===== config.mk =====
export PLATFORM = sky130hd
export DESIGN_NAME = fqt_entry_ram
export DESIGN_NICKNAME = d
export VERILOG_FILES = /design/src/rtl/core/fqt_pkg.sv /design/src/rtl/core/fqt_entry_ram.sv
export SDC_FILE = /design/constraint.sdc
export NUM_CORES = 2
export LEC_CHECK = 0
export BUFFER_PORTS_ARGS = -buffer_cell sky130_fd_sc_hd__buf_2
export CAP_MARGIN = 5
export CORE_AREA = 3 3 586 442
export DETAILED_ROUTE_END_ITERATION = 6
export DIE_AREA = 0 0 589 445
export GPL_TIMING_DRIVEN = 0
export PLACE_DENSITY = 0.78
export SYNTH_ARGS = -nofsm -noshare
export SYNTH_HDL_FRONTEND = slang
export SYNTH_SLANG_ARGS = --single-unit

===== constraint.sdc =====
create_clock -name clk -period 8.2 [get_ports clk]
set_clock_uncertainty 0.05 [all_clocks]
set_input_delay 0.41 -clock clk [delete_from_list [all_inputs] [get_ports clk]]
set_output_delay 0.41 -clock clk [all_outputs]
set_load 0.02 [all_outputs]

===== src/rtl/core/fqt_pkg.sv =====
`timescale 1ns / 1ps
// ----------------------------------------------------------------------------
// fqt_pkg
// Types and codes shared by the timeout queue, its entry store and checker.
// ----------------------------------------------------------------------------
package fqt_pkg;

	// operation codes
	localparam logic [1:0] OP_ENQ  = 2'd0;
	localparam logic [1:0] OP_DEQ  = 2'd1;
	localparam logic [1:0] OP_TICK = 2'd2;

	// status codes
	localparam logic [1:0] ST_OK    = 2'd0;
	localparam logic [1:0] ST_FULL  = 2'd1;
	localparam logic [1:0] ST_EMPTY = 2'd2;

	localparam logic [15:0] WAIT_MAX = 16'hFFFF;

	typedef struct packed {
		logic [1:0]  operation;
		logic [15:0] customer_id;
		logic [15:0] wait_limit;
		logic [15:0] service_time;
	} req_word_t;

	typedef struct packed {
		logic [1:0]  status;
		logic [15:0] removed_id;
		logic [15:0] removed_service_time;
		logic [6:0]  expired_count;
		logic [6:0]  queue_length;
	} rsp_word_t;

	// one stored entry
	typedef struct packed {
		logic [15:0] id;
		logic [15:0] limit;
		logic [15:0] svc;
		logic [15:0] waited;
	} entry_t;

	typedef enum logic [1:0] {
		S_IDLE,
		S_DEQ,
		S_TICK,
		S_FIN
	} state_t;

endpackage


===== src/rtl/core/fqt_entry_ram.sv =====
`timescale 1ns / 1ps
// ----------------------------------------------------------------------------
// fqt_entry_ram
// Entry store: one write port, one read port with registered read data.
// ----------------------------------------------------------------------------
module fqt_entry_ram #(
	parameter int QUEUE_DEPTH = 64
) (
	input  logic                           clk,
	input  logic                           rd_en,
	input  logic [$clog2(QUEUE_DEPTH)-1:0] rd_addr,
	output fqt_pkg::entry_t                rd_data,
	input  logic                           wr_en,
	input  logic [$clog2(QUEUE_DEPTH)-1:0] wr_addr,
	input  fqt_pkg::entry_t                wr_data
);
	import fqt_pkg::*;

	entry_t mem [QUEUE_DEPTH];
	entry_t rd_data_q;

	// write port
	always_ff @(posedge clk) begin
		if (wr_en) begin
			mem[wr_addr] <= wr_data;
		end
	end

	// read port, registered read data
	always_ff @(posedge clk) begin
		if (rd_en) begin
			rd_data_q <= mem[rd_addr];
		end
	end

	assign rd_data = rd_data_q;

endmodule


==> summary.txt <==
WL per Instance: 40.7 um
Last weighted congestion value of the routability-driven placer: 0.874
Post-Synthesis Mean Instance Area: 23.8 um2
Post-Place Worst Slack: 3.44 ns
Number of top-level design ports: 143
Final count of pins violating max slew: 1
Final ANT Viol Nets: 0
Placed wire-length estimate: 274000 um
Vert. Die Dim: 445 um
Fillers: 13746
Worst Hold Slack: 0.0435 ns
Sequential element share of the synthesized area: 79.6%
Internal power of the cells: 34.3 mW
Placed cell count: 10314
CTS buffer count: 377
First-pass GRT wire length: 627000 um
Gates resized, CTS repair: 0
Critical path's top delay family: buffers and inverters
Cells along the critical path: buf_2 > buf_4 > buf_2 > buf_2 > buf_4 > mux2i_1 > o22ai_1 > a31oi_1 > a211oi_1
Met1 layer wirelength in the final routing: 147000 um
DR iter-0 viols: 15636
Effective utilization at floorplan: 61.9%
Fmax: 243 MHz
Worst path bufs/invs: 5
Initial antenna violation count: 51
Leakage power: 55.9 nW
Die Wd: 589 um
Worst-path maximum fanout: 10
Most used flip-flop cell after synthesis: edfxtp_1
Clock transition at path regs: 0.06 ns
Pwr dens: 245 nW/um2
Number of nets in the synthesized netlist: 6677
Unrepaired setup endpoints after global routing: false
Proportion of layout cells with a drive suffix above 1: 29.0%
Post-synthesis register bit count: 4160
Top cells by area in the synthesized netlist: edfxtp_1, mux4_2, mux2i_1
Die outline area: 262000 um2
Switch share: 21.7%
Run status: complete, but fails checks
Clock tree from TritonCTS: yes
Post-Syn Area: 157000 um2
Library cells used by synthesis: 32
Cell types with the highest counts after synthesis: edfxtp_1, mux4_2, buf_2
Drc violations: 3
Final design instance area without fill: 179000 um2
Count of placed standard cells in the final layout, fillers left out: 11059
Later-pin clock latency in the skew report: 0.94 ns
Crit. End Element: flip-flop
Total of buffers placed on input and output ports: 134
Count of endpoints failing hold in the final timing report: 0
Utilization of the core after routing: 70.5%
Total Routed Length: 450000 um
Max Cap Violations: 2
Largest stage delay on the critical path: 0.96 ns
Measured slew at the worst slew-check pin: 1.48 ns
Data arrival time of the critical path: 4.60 ns
Area leader, netlist: edfxtp_1
Register share of total power: 53.9%
Final nets: 7407
Library cell used as clock root buffer: clkbuf_16
Routed wl met2: 202000 um
Failing checks: DRC, capacitance limit, slew limit
Type of the worst min-delay path: primary input to flip-flop
Share of total power in combinational logic: 5.5%
Most used standard cell by instance count after synthesis: edfxtp_1
Tot GR Track Use: 34.5%
Yosys top cell area share: 79.6%
Vias per inst: 7.37
H-tree levels: 5
Most common cell on crit path: buf_2
CP startpoint kind: primary input
Shortest period the worst path allows: 4.11 ns
Final-report setup violation count: 0
Async SR Flop Fraction: 0%
CTS sink count: 4160
Post-synthesis cell count: 6598
Worst-path cell with the longest stage delay: a211oi_1
Data required time at the worst endpoint: 8.69 ns
Area growth syn-to-layout: 13.9%
Fraction of power consumed by the clock network: 40.6%
Placeable core region: 253000 um2
Maximum number of pins on one net before global-route repair: 65
Global route total overflow: 0
IR drop worst, VDD: 0.209 mV
First-pass iteration count of the detailed router: 7
Clock Tree Buf Depth: 4
Synth Warn #: 0
Via count of the first global-routing pass: 80979
Headroom to the max-slew limit: -0.134%
Number of rows in the core area: 160
Net load switching power: 9.53 mW
Placed cell area: 166000 um2
Vias after detailed routing: 81519
Final cycle utilization of the critical path: 50.2%
Detailed-routed wire length on met3: 76500 um
Top routing layer in use: met5
Crit Path Category: primary input to flip-flop
Count of flip-flops with a built-in enable after synthesis: 4160
Minimum setup slack in the final design: 4.09 ns
-- metal layers --
metal	vias up	global-route usage [%]
met2	8058	50.1
met4	30	15.6
met5	-	0.275
met3	1350	12.8
met1	42063	47.5
li1	30018	-
-- final timing paths --
check	from	end	slack [ns]	cells after the start
max	rd_addr[2]	rd_data[1]	4.09	9
min	wr_data[63]	mem[27][63]	0.04	1
max reg2reg	mem[63][33]	rd_data[33]	5.04	5
min reg2reg	mem[44][32]	rd_data[32]	0.91	4
-- worst register-to-register path, delay by kind of cell, from the launching register on --
| family | cells | cell delay (ns) |
|---|---|---|
| flip-flops | 1 | 0.38 |
| AO/OA/AOI/OAI | 3 | 1.74 |
| multiplexers | 2 | 0.70 |
-- logic make-up after synthesis --
kind of cell / synth area share, %
flip-flops: 79.6
multiplexers: 15.6
AO/OA/AOI/OAI: 2.47
buffers and inverters: 1.18
AND/OR/NAND/NOR: 1.23
-- cell usage in the layout (no fill, tap or decap), types with 50 or more instances in the layout --
| master | netlist | layout |
|---|---|---|
| o22ai_1 | 83 | 83 |
| a211oi_1 | 63 | 63 |
| edfxtp_1 | 4160 | 4160 |
| clkinv_2 | 0 | 77 |
| clkbuf_1 | 140 | 190 |
| a22o_1 | 88 | 88 |
| clkbuf_16 | 0 | 383 |
| and3_1 | 64 | 64 |
| a22oi_1 | 168 | 168 |
| mux2i_1 | 135 | 135 |
| nor2_1 | 112 | 50 |
| clkinv_1 | 0 | 82 |
| mux4_2 | 1024 | 1024 |
| buf_2 | 170 | 297 |
| nand2_1 | 58 | 58 |
| buf_12 | 0 | 158 |
| nor2_4 | 0 | 62 |
-- power groups by stage --
| stage | sequential (mW) | clock, mW | combinational [mW] |
|---|---|---|---|
| floorplan | 24.1 | 0 | 1.10 |
| global placement | 24.1 | 0 | 2.15 |
| detailed placement | 24.1 | 0 | 2.25 |
| CTS | 23.7 | 17.8 | 2.31 |
| global route | 23.6 | 18.5 | 2.48 |
| finish | 23.6 | 17.8 | 2.43 |
-- flip-flops by register name (all words and copies together), names as in the netlist --
| signal | count |
|---|---|
| mem | 4096 |
| rd_data | 64 |
-- cell type report --
| class | count | area, um2 | share of cell area, % |
|---|---|---|---|
| Antenna cell | 31 | 77.6 | 0.0434 |
| Buffer | 370 | 1780 | 0.996 |
| Clock buffer | 438 | 9790 | 5.48 |
| Clock inverter | 239 | 2360 | 1.32 |
| Inverter | 19 | 71.3 | 0.0399 |
| Multi-Input combinational cell | 2049 | 30700 | 17.2 |
| Sequential cell | 4160 | 125000 | 69.9 |
| Tap cell | 3402 | 4260 | 2.38 |
| Timing Repair Buffer | 351 | 4790 | 2.68 |
-- through the flow --
| step | setup TNS (ns) | total power, mW |
|---|---|---|
| 2_1_floorplan | 0 | 25.2 |
| 3_3_place_gp | -427.73 | 26.3 |
| 3_5_place_dp | 0 | 26.4 |
| 4_1_cts | 0 | 43.8 |
| 5_1_grt | 0 | 44.7 |
| 6_report | 0 | 43.9 |
-- repair_timing --
action,4_1_cts,5_1_grt
hold endpoints to repair,20,310
hold buffers,1,16
setup buffers,0,0
Note: power is estimated with default switching activity, not from simulation.
